**config.mk**
```make
export PLATFORM = sky130hd
export DESIGN_NAME = rlrm_queue
export DESIGN_NICKNAME = d
export VERILOG_FILES = /design/src/rtl/rlrm_queue.sv
export SDC_FILE = /design/constraint.sdc
export NUM_CORES = 1
export LEC_CHECK = 0
export BUFFER_PORTS_ARGS = -buffer_cell sky130_fd_sc_hd__buf_2
export CAP_MARGIN = 10
export CORE_ASPECT_RATIO = 1.25
export CORE_MARGIN = 3
export CORE_UTILIZATION = 45
export CTS_CLUSTER_DIAMETER = 120
export DETAILED_ROUTE_END_ITERATION = 7
export HOLD_SLACK_MARGIN = 0.05
export PLACE_DENSITY = 0.71
export SLEW_MARGIN = 20
export SYNTH_ARGS = -nofsm -noshare
export SYNTH_HDL_FRONTEND = slang
export SYNTH_SLANG_ARGS = --single-unit
```
**constraint.sdc**
```tcl
create_clock -name clk -period 1.4 [get_ports clk]
set_input_delay 0.07 -clock clk [delete_from_list [all_inputs] [get_ports clk]]
set_output_delay 0.07 -clock clk [all_outputs]
set_load 0.1 [all_outputs]
```
**src/rtl/rlrm_queue.sv**
```systemverilog
// Two-entry queue of map jobs between front and back.
`default_nettype none

module rlrm_queue #(
  parameter int unsigned WIDTH = 8
) (
  input  wire logic             clk,
  input  wire logic             rst,
  input  wire logic             push,
  input  wire logic [WIDTH-1:0] push_data,
  output      logic             full,
  input  wire logic             pop,
  output      logic [WIDTH-1:0] pop_data,
  output      logic             empty
);

  logic [WIDTH-1:0] slot [2];
  logic             wr_ptr;
  logic             rd_ptr;
  logic [1:0]       count;

  assign full     = (count == 2'd2);
  assign empty    = (count == 2'd0);
  assign pop_data = slot[rd_ptr];

  always_ff @(posedge clk) begin
    if (push) begin
      slot[wr_ptr] <= push_data;
    end
  end

  always_ff @(posedge clk) begin
    if (rst) begin
      wr_ptr <= 1'b0;
      rd_ptr <= 1'b0;
      count  <= 2'd0;
    end else begin
      if (push) begin
        wr_ptr <= !wr_ptr;
      end
      if (pop) begin
        rd_ptr <= !rd_ptr;
      end
      case ({push, pop})
        2'b10:   count <= count + 2'd1;
        2'b01:   count <= count - 2'd1;
        default: count <= count;
      endcase
    end
  end

endmodule

`default_nettype wire

```
After elaboration in Yosys (flattened, before gate mapping)
Memories as Yosys holds them, arrays and structs flattened. A register that Yosys moved wholly into a read port is not among the register bits.
Index checks and enable logic that the tools add are counted.
{"block": "word_totals", "n_memories": 1, "elab_cells": 18, "ramBits": 16, "ff_bits": 4}
{"block": "classes", "n_eq_ne": 3, "n_addsub": 2, "n_reduce_logical": 4, "muxes": 5}
{"memory": "slot", "depth": 2, "width": 8, "read_ports": 1, "rd_clocked_by_memory_dff": 1, "wr": 1, "line_no": "17", "text": "logic [WIDTH-1:0] slot [2];"}
{"cell": "2-bit equality test (second input constant)", "n": 2}
{"cell": "1-bit 2-to-1 mux", "n": 4}
{"cell": "2-bit one-hot mux with 2 select lines", "n": 1}
{"cell": "2-bit by 1-bit adder with 2-bit output (second input constant)", "n": 1}
{"cell": "2-bit by 1-bit equality test with 1-bit output (second input constant)", "n": 1}
{"cell": "1-bit zero test", "n": 2}
{"cell": "2-bit zero test", "n": 1}
{"cell": "2-bit nonzero test", "n": 1}
{"cell": "2-bit by 1-bit subtractor with 2-bit output (second input constant)", "n": 1}

Depth between registers and ports, before layout
Gate-level depths: netlist of run 1.
{"block": "depth", "word_depth": 3, "mapped_depth": 5}

Worst setup path after synthesis of run 1
Ideal clock, no wire load.
{"block": "synth_timing", "path_type": "register -> output", "startpoint": "reg count[0]", "endpoint": "out empty", "stages_incl_launch_ff": 2, "slack_ns": -0.252, "required_ns": 1.330, "arrival_time_ns": 1.582, "path_cell_list": "dfxtp_1 nor2_1"}
{"block": "synth_via", "elab_chain_cells": 1}
{"element": "start, declared", "line_no": "20", "text": "logic [1:0] count;"}
{"element": "start signal, assigned", "line_no": "45", "text": "2'b10: count <= count + 2'd1;"}
{"element": "start signal, assigned", "line_no": "46", "text": "2'b01: count <= count - 2'd1;"}
{"element": "start signal, assigned", "line_no": "47", "text": "default: count <= count;"}
{"element": "2-bit zero test", "line_no": "23", "text": "assign empty = (count == 2'd0);"}
{"element": "end, declared", "line_no": "14", "text": "output logic empty"}
No other way between the ends.

==> impl_metrics.prom, run 1 <==
# TYPE chip_impl_metric gauge
chip_impl_info{name="outcome",value="completed"} 1
chip_impl_metric{name="multi_input_comb_area",unit="um2"} 201
chip_impl_metric{name="p_seq_share",unit="%"} 50.3
chip_impl_metric{name="dpl_cell_area",unit="um2"} 913
chip_impl_metric{name="final-setup-viol-count",unit=""} 0
chip_impl_metric{name="io_pins",unit=""} 22
chip_impl_info{name="worst-setup-path-type",value="flop to output port"} 1
chip_impl_metric{name="synthesis.area_per_instance",unit="um2"} 16.6
chip_impl_metric{name="fin_crit",unit="ns"} 1.35
chip_impl_metric{name="ff2ff_setup_slack",unit="ns"} 0.15
chip_impl_metric{name="hold_depth",unit=""} 3
chip_impl_metric{name="final-hold-violation-count",unit=""} 0
chip_impl_metric{name="cts_setup_buffers",unit=""} 0
chip_impl_info{name="setup_repair_after_global_routing_missed_its_margin",value="false"} 1
chip_impl_info{name="cts_tree",value="yes"} 1
chip_impl_metric{name="fin_tns_setup",unit="ns"} 0
chip_impl_metric{name="power.total",unit="mW"} 1.49
chip_impl_metric{name="wl",unit="mm"} 1.26
chip_impl_metric{name="final_layout_size_suffix_gt1_share",unit="%"} 44.6
chip_impl_metric{name="cell_internal_power",unit="mW"} 0.972
chip_impl_metric{name="grt_antenna_before_repair",unit=""} 0
chip_impl_metric{name="detail_route.drc_violations",unit=""} 0
chip_impl_metric{name="power.static_leakage",unit="nW"} 0.439
chip_impl_metric{name="antenna_cells",unit=""} 0
chip_impl_metric{name="finalNetCount",unit=""} 97
chip_impl_metric{name="num-fill-cells",unit=""} 120
chip_impl_metric{name="pwr-share-comb",unit="%"} 31.8
chip_impl_metric{name="timing_max_transition_violations_final",unit=""} 0
chip_impl_metric{name="pre_cts_slack",unit="ns"} 0.141
chip_impl_metric{name="syn_to_final_growth",unit="%"} 41.7
chip_impl_metric{name="vdd.ir_drop.worst",unit="mV"} 0.828
chip_impl_info{name="cp-start-kind",value="flop"} 1
chip_impl_metric{name="worst_slew_margin_rel",unit="%"} 67.8
chip_impl_metric{name="post-synth-top-area-fraction",unit="%"} 61.5
chip_impl_metric{name="num_rows",unit=""} 16
chip_impl_metric{name="die_w",unit="um"} 43.3
chip_impl_metric{name="yosys_warnings",unit=""} 0
chip_impl_metric{name="syn_inst",unit=""} 47
chip_impl_info{name="endpoint_kind",value="output port"} 1
chip_impl_metric{name="detail_route.vias_per_cell",unit=""} 4.76
chip_impl_info{name="hp-class",value="input port to flop"} 1
chip_impl_metric{name="synth-edff-count",unit=""} 16
chip_impl_metric{name="pin_count_of_the_biggest_net_entering_global_routing",unit=""} 12
chip_impl_metric{name="groute.usage.overall",unit="%"} 12.9
chip_impl_metric{name="number_of_sinks_driven_by_the_clock_tree",unit=""} 21
chip_impl_metric{name="cts.reportedPaths.clkPinSlew",unit="ns"} 0.10
chip_impl_metric{name="route.vias.total",unit=""} 481
chip_impl_metric{name="reg2reg_depth",unit=""} 3
chip_impl_metric{name="clock_tree_buf_depth",unit=""} 2
chip_impl_metric{name="pwr-share-clk",unit="%"} 17.9
chip_impl_metric{name="initial_core_util",unit="%"} 48.8
chip_impl_metric{name="grt_overflow",unit=""} 0
chip_impl_metric{name="synth_cell_type_count",unit=""} 14
chip_impl_metric{name="tightestPinTransition",unit="ns"} 0.487
chip_impl_metric{name="first_global_vias",unit=""} 523
chip_impl_metric{name="wl_per_cell",unit="um"} 12.5
chip_impl_metric{name="netSwitchingPower",unit="mW"} 0.518
chip_impl_metric{name="worst_skew_pair.late_latency",unit="ns"} 0.29
chip_impl_info{name="min_to",value="wr_ptr$_SDFFE_PP0P_"} 1
chip_impl_metric{name="cp_data_arrival_time",unit="ns"} 1.28
chip_impl_metric{name="crit_required",unit="ns"} 1.33
chip_impl_metric{name="power.share.switching",unit="%"} 34.7
chip_impl_info{name="synth_most_common_cell",value="edfxtp_1"} 1
chip_impl_info{name="synth_ff_type",value="edfxtp_1"} 1
chip_impl_metric{name="power_density",unit="mW/mm2"} 1350
chip_impl_metric{name="postLayoutCellArea",unit="mm2"} 0.00111
chip_impl_info{name="holdCritStartpoint",value="push"} 1
chip_impl_metric{name="synth-seq-cells",unit=""} 21
chip_impl_metric{name="post-route-period-util",unit="%"} 96.5
chip_impl_metric{name="first_iter_violations",unit=""} 8
chip_impl_metric{name="detailed_place_hpwl",unit="um"} 856
chip_impl_metric{name="setup_ws_post_layout",unit="ns"} 0.0495
chip_impl_metric{name="synthesis.nets",unit=""} 60
chip_impl_metric{name="max_cap_viol_count",unit=""} 0
chip_impl_metric{name="critical_path_peak_fanout",unit=""} 8
chip_impl_metric{name="place.port_buffers",unit=""} 21
chip_impl_metric{name="maxClockFrequency",unit="MHz"} 740
chip_impl_metric{name="gp_routability_congestion",unit=""} 0.601
chip_impl_info{name="synth_area_leaders",value="edfxtp_1 62%, dfxtp_1 13%, mux2_2 12%, xnor2_1 3.4%, nor2_1 2.9%"} 1
chip_impl_info{name="yosysTopAreaCell",value="edfxtp_1"} 1
chip_impl_metric{name="wire_length_of_the_first_global_routing_pass",unit="mm"} 2.10
chip_impl_metric{name="post_synthesis_sequential_area_ratio",unit="%"} 74.4
chip_impl_metric{name="netlist_area",unit="um2"} 781
chip_impl_metric{name="worst_clock_skew",unit="ns"} 0.00466
chip_impl_info{name="clock-root-buffer",value="clkbuf_4"} 1
chip_impl_metric{name="layout.area.seq",unit="um2"} 584
chip_impl_metric{name="die_area",unit="mm2"} 0.00227
chip_impl_metric{name="die_h",unit="um"} 52.6
chip_impl_info{name="worstReg2RegStart",value="rd_ptr$_SDFFE_PP0P_"} 1
chip_impl_metric{name="drt.antenna.violating_nets",unit=""} 0
chip_impl_metric{name="clock_tree.htree_level_count",unit=""} 1
chip_impl_metric{name="core_region_area",unit="mm2"} 0.00160
chip_impl_metric{name="first_drt_pass_iteration_count",unit=""} 3
chip_impl_info{name="ys_top_cells_by_count",value="16 x edfxtp_1, 8 x mux2_2, 6 x nor2_1"} 1
chip_impl_metric{name="asyncSetResetFlopFracSynth",unit="%"} 0
chip_impl_metric{name="cts_inserted_buffers",unit=""} 3
==> cells by family (layout without fill, tap and decap cells) <==
family / Yosys count / in the layout / synth area share [%]
xor+xnor: 4 / 4 / 4.49
mux: 8 / 8 / 11.5
flops: 21 / 21 / 74.4
simple gates: 9 / 9 / 5.61
compound gates: 2 / 2 / 1.28
fa+ha+maj: 1 / 1 / 1.60
buf+inv: 2 / 38 / 1.12
==> cells in the final DEF (no fill, tap or decap) <==
cell type,count
a21oi_1,1
xor2_1,1
and2b_2,1
edfxtp_1,16
or3_1,1
nor2_1,5
clkbuf_4,4
dfxtp_4,1
dfxtp_1,4
inv_1,1
xnor2_1,2
mux2_2,8
buf_6,6
nor2_2,1
clkbuf_1,1
buf_2,12
o21ai_0,1
and2_1,1
buf_4,3
xnor2_2,1
dlygate4sd3_1,11
ha_1,1
==> flip-flops by register name, indices dropped and copies added, names as in the netlist, named ones only <==
name / count
rd_ptr: 1
slot: 16
wr_ptr: 1
count: 2
==> critical path: stages, from the launching register on <==
cell and delay [ns]:
dfxtp_4 0.42, mux2_2 0.34, buf_4 0.23
==> routing by layer <==
layer / track usage [%] / part of all wire (%)
met5: 0 / 0
met2: 24.1 / 56
met4: 7.54 / 1.3
met3: 2.41 / 3.6
met1: 12.8 / 39
==> worst max-delay path by stage <==
stage	start	to	slack [ns]	depth (start not counted)
finish	flop	pop_data[6]	0.05	2
global route	flop	pop_data[2]	0.002	2
CTS	flop	pop_data[0]	0.02	2
detailed placement	flop	pop_data[6]	0.14	2
global placement	flop	pop_data[3]	0.13	2
floorplan	count[0]$_SDFFE_PP0P_	empty	0.21	1
==> power groups by stage <==
stage / clock network, mW / registers, mW / logic, mW
2_1_floorplan: 0 / 0.748 / 0.356
4_1_cts: 0.287 / 0.749 / 0.455
3_3_place_gp: 0 / 0.759 / 0.408
6_report: 0.267 / 0.749 / 0.474
3_5_place_dp: 0 / 0.762 / 0.411
5_1_grt: 0.302 / 0.756 / 0.492
==> final cells by class <==
cell class	count	share of cell area, %
timing repair buffer	33	24.2
tap	18	2.04
inverter	1	0.339
multi-input combinational	24	18.2
clock buffer	4	2.38
sequential	21	52.8
==> repair_timing <==
item,CTS,global route
hold buffers,11,0
endpoints found under the hold margin,21,0
endpoints found under the setup margin,8,8
gates resized for setup,10,8
==> through the flow <==
stage | cells | util [%] | hold slack [ns]
floorplan | 47 | - | 0.139
global placement | 86 | 57.0 | 0.258
detailed placement | 86 | 57.0 | 0.263
CTS | 101 | 67.0 | 0.0542
global route | 101 | 69.1 | 0.0762
finish | 101 | 69.1 | 0.0754
No activity file was read; power rests on OpenSTA's default activity.
==> inputs of run 2 (changes only) <==
ABC_AREA = 1   (was unset)
PLACE_DENSITY = 0.7   (was 0.71)
==> run 2 against run 1 <==
  * Die area is 6.3% higher
  * Via count is 9.8% higher
  * Count of clock-buffer cells in the layout stayed put
  * Synthesized cell count is 23% higher
  * Combinational power is 8.2% higher
  * Core utilization is 4.1 points higher
  * Register-to-register slack better by 0.24 ns
  * First-iteration DRC count is 75% lower
  * Sequential share of layout area is 4.9 points lower
  * Critical endpoint is now pop_data[1]
==> impl_metrics.prom, run 2 <==
# TYPE chip_impl_metric gauge
chip_impl_metric{name="drt.antenna.violating_nets",unit=""} 0
chip_impl_metric{name="pin_count_of_the_biggest_net_entering_global_routing",unit=""} 12
chip_impl_info{name="biggestRegsByFlops",value="slot: 16 flops, count: 2 flops"} 1
chip_impl_metric{name="final-setup-viol-count",unit=""} 0
chip_impl_metric{name="cts_inserted_buffers",unit=""} 3
chip_impl_metric{name="synth-edff-count",unit=""} 16
chip_impl_metric{name="post_synthesis_sequential_area_ratio",unit="%"} 69.4
chip_impl_metric{name="synthesis.area_per_instance",unit="um2"} 14.4
chip_impl_metric{name="die_w",unit="um"} 44.6
chip_impl_info{name="synth_area_leaders",value="edfxtp_1 57%, mux2_4 14%, dfxtp_1 12%, nor2_1 4.5%, inv_1 3.1%"} 1
chip_impl_metric{name="wl",unit="mm"} 1.35
chip_impl_info{name="ys_top_cells_by_count",value="16 x edfxtp_1, 10 x nor2_1, 8 x mux2_4"} 1
chip_impl_metric{name="worst_clock_skew",unit="ns"} 0.00686
chip_impl_metric{name="power.share.switching",unit="%"} 33.2
chip_impl_metric{name="cts_setup_buffers",unit=""} 0
chip_impl_metric{name="maxClockFrequency",unit="MHz"} 738
chip_impl_info{name="cp-start-kind",value="flop"} 1
chip_impl_metric{name="power.static_leakage",unit="nW"} 0.523
chip_impl_info{name="synth_ff_type",value="edfxtp_1"} 1
chip_impl_info{name="worstReg2RegStart",value="wr_ptr$_SDFFE_PP0P_"} 1
chip_impl_info{name="endpoint_kind",value="output port"} 1
chip_impl_metric{name="ff2ff_setup_slack",unit="ns"} 0.39
chip_impl_metric{name="cell_count_after_placement",unit=""} 98
chip_impl_metric{name="grt_antenna_before_repair",unit=""} 0
chip_impl_metric{name="final_core_utilization",unit="%"} 73.1
chip_impl_metric{name="vdd.ir_drop.worst",unit="mV"} 1.03
chip_impl_metric{name="critical_path_peak_fanout",unit=""} 8
chip_impl_info{name="registers.top_by_ff_count",value="slot"} 1
chip_impl_info{name="setup_repair_after_global_routing_missed_its_margin",value="false"} 1
chip_impl_metric{name="num_rows",unit=""} 16
chip_impl_metric{name="detail_route.vias_per_cell",unit=""} 4.76
chip_impl_info{name="rr_endpoint",value="slot[1][1]$_DFFE_PP_"} 1
chip_impl_metric{name="setup_ws_post_layout",unit="ns"} 0.0446
chip_impl_metric{name="max_cap_viol_count",unit=""} 0
chip_impl_metric{name="io_pins",unit=""} 22
chip_impl_metric{name="final-hold-violation-count",unit=""} 0
chip_impl_metric{name="p_seq_share",unit="%"} 48.2
chip_impl_metric{name="cp_data_arrival_time",unit="ns"} 1.29
chip_impl_metric{name="synth-seq-cells",unit=""} 21
chip_impl_metric{name="fin_tns_setup",unit="ns"} 0
chip_impl_metric{name="groute.usage.overall",unit="%"} 12.6
chip_impl_metric{name="gp_routability_congestion",unit=""} 0.631
chip_impl_metric{name="pwr-share-clk",unit="%"} 17.9
chip_impl_metric{name="wl_per_cell",unit="um"} 12.2
chip_impl_metric{name="final_layout_size_suffix_gt1_share",unit="%"} 39.8
chip_impl_metric{name="first_iter_violations",unit=""} 2
chip_impl_metric{name="asyncSetResetFlopFracSynth",unit="%"} 0
chip_impl_metric{name="cell_internal_power",unit="mW"} 1.01
chip_impl_metric{name="finalNetCount",unit=""} 107
chip_impl_metric{name="worst_skew_pair.late_latency",unit="ns"} 0.29
chip_impl_metric{name="die_h",unit="um"} 54.2
chip_impl_info{name="outcome",value="completed"} 1
chip_impl_metric{name="number_of_sinks_driven_by_the_clock_tree",unit=""} 21
chip_impl_metric{name="post-route-period-util",unit="%"} 96.8
chip_impl_info{name="min_to",value="rd_ptr$_SDFFE_PP0P_"} 1
chip_impl_metric{name="tightestPinTransition",unit="ns"} 0.491
chip_impl_info{name="cts_tree",value="yes"} 1
chip_impl_metric{name="netlist_area",unit="um2"} 837
chip_impl_metric{name="first_drt_pass_iteration_count",unit=""} 2
chip_impl_metric{name="pre_cts_slack",unit="ns"} 0.331
chip_impl_metric{name="detail_route.drc_violations",unit=""} 0
chip_impl_metric{name="holdWs",unit="ns"} 0.0624
chip_impl_metric{name="hold_depth",unit=""} 3
chip_impl_metric{name="yosys_warnings",unit=""} 0
chip_impl_metric{name="die_area",unit="mm2"} 0.00242
chip_impl_metric{name="power_density",unit="mW/mm2"} 1250
chip_impl_metric{name="first_global_vias",unit=""} 545
chip_impl_info{name="hp-class",value="input port to flop"} 1
chip_impl_info{name="mostFrequentLayoutCell",value="edfxtp_1"} 1
chip_impl_info{name="worst-setup-path-type",value="flop to output port"} 1
chip_impl_metric{name="antenna_cells",unit=""} 0
chip_impl_info{name="synth_most_common_cell",value="edfxtp_1"} 1
chip_impl_metric{name="synth_cell_type_count",unit=""} 13
chip_impl_metric{name="place.port_buffers",unit=""} 21
chip_impl_info{name="clock-root-buffer",value="clkbuf_4"} 1
chip_impl_metric{name="pwr-share-comb",unit="%"} 33.9
chip_impl_metric{name="timing_max_transition_violations_final",unit=""} 0
chip_impl_metric{name="synthesis.nets",unit=""} 71
chip_impl_metric{name="cts.reportedPaths.clkPinSlew",unit="ns"} 0.11
chip_impl_metric{name="syn_to_final_growth",unit="%"} 45.1
chip_impl_metric{name="clock_tree_buf_depth",unit=""} 2
chip_impl_metric{name="fin_crit",unit="ns"} 1.36
chip_impl_info{name="layout_common_cells",value="16 x edfxtp_1, 13 x buf_2, 9 x dlygate4sd3_1"} 1
chip_impl_metric{name="num-fill-cells",unit=""} 124
chip_impl_info{name="yosysTopAreaCell",value="edfxtp_1"} 1
chip_impl_metric{name="non_filler_instance_count_after_layout",unit=""} 111
chip_impl_metric{name="worst_slew_margin_rel",unit="%"} 67.5
chip_impl_metric{name="syn_inst",unit=""} 58
chip_impl_metric{name="detailed_place_hpwl",unit="um"} 973
chip_impl_metric{name="largest_register_ffs",unit=""} 16
chip_impl_metric{name="post-synth-top-area-fraction",unit="%"} 57.4
chip_impl_metric{name="netSwitchingPower",unit="mW"} 0.504
chip_impl_metric{name="reg2reg_depth",unit=""} 2
chip_impl_metric{name="clock_tree.htree_level_count",unit=""} 1
chip_impl_metric{name="grt_overflow",unit=""} 0
chip_impl_info{name="holdCritStartpoint",value="pop"} 1
chip_impl_metric{name="route.vias.total",unit=""} 528
chip_impl_metric{name="wire_length_of_the_first_global_routing_pass",unit="mm"} 2.20
chip_impl_metric{name="crit_required",unit="ns"} 1.33
chip_impl_metric{name="initial_core_util",unit="%"} 50.4
chip_impl_metric{name="core_region_area",unit="mm2"} 0.00166
-- run 2: cell count changes after synthesis, sizes merged, moves of 2 or more --
cell / previous run / this run
nor2: 6 / 10
nand2: 0 / 5
inv: 1 / 7
xnor2: 3 / 1
-- run 2: power groups by stage --
stage	sequential, mW	clock [mW]	combinational [mW]
finish	0.731	0.271	0.513
global route	0.735	0.293	0.536
CTS	0.731	0.279	0.516
detailed placement	0.745	0	0.495
global placement	0.742	0	0.487
floorplan	0.741	0	0.345
-- run 2: per-stage QoR --
step                area [um2]  power [mW]
global route              1210        1.56
finish                    1210        1.52
floorplan                  842        1.09
detailed placement        1090        1.24
global placement          1090        1.23
CTS                       1210        1.53
-- run 2: logic make-up (layout without fill, tap and decap cells) --
family	Yosys count	in the layout	synth area share, %
xor+xnor	1	1	1.05
compound gates	2	2	1.19
mux	8	8	14.4
simple gates	17	17	8.07
fa+ha+maj	1	1	1.49
buf+inv	8	43	4.48
flops	21	21	69.4
-- run 2: critical path, cell delays in order (launching register included) --
cell	delay, ns
dfxtp_2	0.34
buf_6	0.15
mux2_4	0.33
buf_12	0.17
-- run 2: worst max-delay path by stage --
| stage | start | end | slack [ns] | cells after the start |
|---|---|---|---|---|
| floorplan | count[1]$_SDFFE_PP0P_ | full | 0.14 | 2 |
| global placement | flop | pop_data[3] | 0.35 | 3 |
| detailed placement | flop | pop_data[1] | 0.33 | 3 |
| CTS | flop | pop_data[1] | 0.02 | 3 |
| global route | flop | pop_data[1] | 0.01 | 3 |
| finish | flop | pop_data[1] | 0.04 | 3 |
-- run 2: final cells by class --
class / instances / area [um2] / share of cell area [%]
well taps: 18 / 22.5 / 1.85
clock buffers: 4 / 26.3 / 2.16
repair buffers: 32 / 334 / 27.5
flip-flops and latches: 21 / 582 / 47.9
inverters: 7 / 26.3 / 2.16
multi-input cells: 29 / 224 / 18.4
-- run 2: what timing repair did --
item,4_1_cts,5_1_grt
cloned,0,0
resized for setup,1,1
setup endpoints to repair,2,4
endpoints found under the hold margin,19,0
hold buffers,9,0
-- run 2: per-layer routing --
metal | vias up | part of all wire [%] | global-route usage, %
met5 | - | 0 | 0
met4 | 0 | 0 | 4.52
met3 | 0 | 4.4 | 1.97
met2 | 12 | 55 | 24.4
met1 | 247 | 40 | 13.3
li1 | 269 | - | -
==> inputs of run 3 (changes only) <==
CORE_UTILIZATION = 44   (was 45)
PLACE_DENSITY = 0.71   (was 0.7)
clock period = 1.2 ns   (was 1.4 ns; I/O delays follow)
==> run 3 against run 2 <==
  * Largest cell class unchanged
  * Sequential cell count unchanged
  * Count of clock-buffer cells in the layout down 1
  * The flow now finishes with violations (setup timing)
  * Worst hold slack got worse by 0.0016 ns
  * Non-clock buffer count grew 1
  * Final cell count up 1.8%
  * Combinational power is 26% higher
  * Largest power group unchanged
  * Clock power increased by 18%
  * Wire length is 1.6% higher
  * Register-to-register slack worse by 0.19 ns
==> impl_metrics.prom, run 3 (synthesis gave the netlist of run 2 again) <==
# TYPE chip_impl_metric gauge
chip_impl_info{name="outcome",value="finished with violations"} 1
chip_impl_info{name="failing_checks",value="setup timing"} 1
chip_impl_metric{name="post-route-period-util",unit="%"} 110
chip_impl_metric{name="groute.usage.overall",unit="%"} 12.9
chip_impl_metric{name="die_w",unit="um"} 45.0
chip_impl_metric{name="final_core_utilization",unit="%"} 71.6
chip_impl_metric{name="detail_route.vias_per_cell",unit=""} 4.58
chip_impl_info{name="rr_endpoint",value="slot[1][3]$_DFFE_PP_"} 1
chip_impl_metric{name="netSwitchingPower",unit="mW"} 0.602
chip_impl_info{name="clock-root-buffer",value="clkbuf_4"} 1
chip_impl_metric{name="p_seq_share",unit="%"} 47.1
chip_impl_metric{name="io_pins",unit=""} 22
chip_impl_metric{name="die_area",unit="mm2"} 0.00246
chip_impl_metric{name="critical_path_peak_fanout",unit=""} 8
chip_impl_info{name="setup_crit_end",value="pop_data[2]"} 1
chip_impl_metric{name="timing_max_transition_violations_final",unit=""} 0
chip_impl_metric{name="route.vias.total",unit=""} 518
chip_impl_info{name="cts_tree",value="yes"} 1
chip_impl_metric{name="wl_met1",unit="um"} 486
chip_impl_metric{name="place.port_buffers",unit=""} 21
chip_impl_metric{name="initial_core_util",unit="%"} 46.8
chip_impl_metric{name="grt_antenna_before_repair",unit=""} 0
chip_impl_metric{name="power.share.switching",unit="%"} 33.1
chip_impl_metric{name="maxClockFrequency",unit="MHz"} 755
chip_impl_metric{name="power.static_leakage",unit="nW"} 0.541
chip_impl_metric{name="detailed_place_hpwl",unit="mm"} 1.03
chip_impl_info{name="biggestRegsByFlops",value="slot: 16 flops, count: 2 flops"} 1
chip_impl_metric{name="fin_crit",unit="ns"} 1.32
chip_impl_metric{name="die_h",unit="um"} 54.8
chip_impl_metric{name="wl_per_cell",unit="um"} 12.1
chip_impl_info{name="routed.top_layer",value="met4"} 1
chip_impl_metric{name="wl",unit="mm"} 1.37
chip_impl_metric{name="largest_register_ffs",unit=""} 16
chip_impl_metric{name="final_layout_size_suffix_gt1_share",unit="%"} 43.6
chip_impl_metric{name="cp_data_arrival_time",unit="ns"} 1.26
chip_impl_metric{name="power_density",unit="mW/mm2"} 1420
chip_impl_metric{name="setup_ws_post_layout",unit="ns"} -0.125
chip_impl_metric{name="pwr-share-comb",unit="%"} 35.4
chip_impl_metric{name="worst_slew_margin_rel",unit="%"} 77.5
chip_impl_metric{name="detailroute.wirelength.met2",unit="um"} 801
chip_impl_info{name="hp-class",value="input port to flop"} 1
chip_impl_info{name="worst-setup-path-type",value="flop to output port"} 1
chip_impl_metric{name="worst_clock_skew",unit="ns"} 0.00323
chip_impl_info{name="mostFrequentLayoutCell",value="edfxtp_1"} 1
chip_impl_metric{name="wl_met3",unit="um"} 70
chip_impl_info{name="cp-start-kind",value="flop"} 1
chip_impl_metric{name="gp_routability_congestion",unit=""} 0.666
chip_impl_metric{name="reg2reg_depth",unit=""} 2
chip_impl_metric{name="first_drt_pass_iteration_count",unit=""} 2
chip_impl_metric{name="max_cap_viol_count",unit=""} 0
chip_impl_metric{name="cts_inserted_buffers",unit=""} 3
chip_impl_metric{name="detail_route.drc_violations",unit=""} 0
chip_impl_metric{name="pwr-share-clk",unit="%"} 17.5
chip_impl_info{name="worstReg2RegStart",value="wr_ptr$_SDFFE_PP0P_"} 1
chip_impl_metric{name="vdd.ir_drop.worst",unit="mV"} 0.828
chip_impl_metric{name="fin_tns_setup",unit="ns"} -0.991
chip_impl_metric{name="final-setup-viol-count",unit=""} 8
chip_impl_info{name="endpoint_kind",value="output port"} 1
chip_impl_metric{name="cell_internal_power",unit="mW"} 1.22
chip_impl_metric{name="first_global_vias",unit=""} 500
chip_impl_metric{name="final-hold-violation-count",unit=""} 0
chip_impl_metric{name="wire_length_of_the_first_global_routing_pass",unit="mm"} 2.19
chip_impl_metric{name="number_of_sinks_driven_by_the_clock_tree",unit=""} 21
chip_impl_metric{name="syn_to_final_growth",unit="%"} 52.9
chip_impl_metric{name="finalNetCount",unit=""} 108
chip_impl_info{name="setup_repair_after_global_routing_missed_its_margin",value="true"} 1
chip_impl_metric{name="clock_tree.htree_level_count",unit=""} 1
chip_impl_metric{name="worst_skew_pair.late_latency",unit="ns"} 0.29
chip_impl_info{name="registers.top_by_ff_count",value="slot"} 1
chip_impl_metric{name="num_rows",unit=""} 17
chip_impl_metric{name="antenna_cells",unit=""} 0
chip_impl_metric{name="clock_tree_buf_depth",unit=""} 2
chip_impl_info{name="layout_common_cells",value="16 x edfxtp_1, 11 x buf_2, 11 x buf_12"} 1
chip_impl_metric{name="grt_overflow",unit=""} 0
chip_impl_metric{name="tightestPinTransition",unit="ns"} 0.337
chip_impl_metric{name="first_iter_violations",unit=""} 4
chip_impl_metric{name="pin_count_of_the_biggest_net_entering_global_routing",unit=""} 13
chip_impl_metric{name="drt.antenna.violating_nets",unit=""} 0
chip_impl_metric{name="ff2ff_setup_slack",unit="ns"} 0.20
chip_impl_metric{name="cts.reportedPaths.clkPinSlew",unit="ns"} 0.10
chip_impl_metric{name="crit_required",unit="ns"} 1.14
chip_impl_metric{name="core_region_area",unit="mm2"} 0.00179
==> run 3: cell types whose count changed in the layout (fill, tap and decap cells not counted) <==
cell / previous run / this run
ha_4: 0 / 1
inv_1: 7 / 6
clkbuf_1: 1 / 0
dfxtp_2: 1 / 2
ha_1: 1 / 0
clkinv_2: 0 / 1
dlygate4sd3_1: 9 / 10
dfxtp_1: 4 / 3
buf_2: 13 / 11
buf_12: 8 / 11
inv_2: 0 / 1
buf_6: 1 / 0
==> run 3: worst min path at each step <==
stage | startpoint | end | slack [ns] | cells after the start
after floorplan | rst | flop | 0.13 | 1
after global placement | push_data[4] | slot[0][4]$_DFFE_PP_ | 0.25 | 1
after detailed placement | push_data[1] | slot[1][1]$_DFFE_PP_ | 0.25 | 1
after CTS | push | wr_ptr$_SDFFE_PP0P_ | 0.06 | 3
after global routing | push | wr_ptr$_SDFFE_PP0P_ | 0.07 | 3
final | push | wr_ptr$_SDFFE_PP0P_ | 0.06 | 3
==> run 3: area by class of cell <==
cell class,count,area [um2]
fillers,118,507
clock inverters,1,5.00
clock buffers,3,22.5
multi-input cells,29,236
flip-flops and latches,21,583
inverters,7,26.3
repair buffers,33,383
well taps,19,23.8
==> run 3: layer usage <==
layer	GRT usage [%]	vias up
met2	25.0	15
met4	7.32	0
met5	0	-
li1	-	269
met3	1.97	2
met1	12.6	232
==> run 3: metrics by stage <==
stage	area, um2	instances	setup slack (ns)	total power, mW	hold WS, ns
after floorplan	842	58	-0.0528	1.27	0.132
after global routing	1280	113	-0.171	1.89	0.0693
after global placement	1140	99	0.184	1.48	0.249
after detailed placement	1140	99	0.161	1.49	0.253
final	1280	113	-0.125	1.82	0.0608
after CTS	1270	113	-0.145	1.83	0.0571
==> run 3: repair_timing <==
action                                  CTS  global route
hold buffers                             10             0
endpoints found under the setup margin    8            10
endpoints found under the hold margin    19             0
resized for setup                         1             3
buffers inserted                          0             0
==> run 3: worst max-delay path: stages (launching register included) <==
cell,delay [ns]
dfxtp_2,0.36
buf_12,0.13
mux2_4,0.31
buf_12,0.17
==> run 3: power by group through the flow <==
stage	registers [mW]	logic [mW]	clock network (mW)
6_report	0.856	0.644	0.319
3_3_place_gp	0.868	0.609	0
3_5_place_dp	0.872	0.617	0
5_1_grt	0.862	0.671	0.356
4_1_cts	0.856	0.643	0.331
2_1_floorplan	0.864	0.403	0
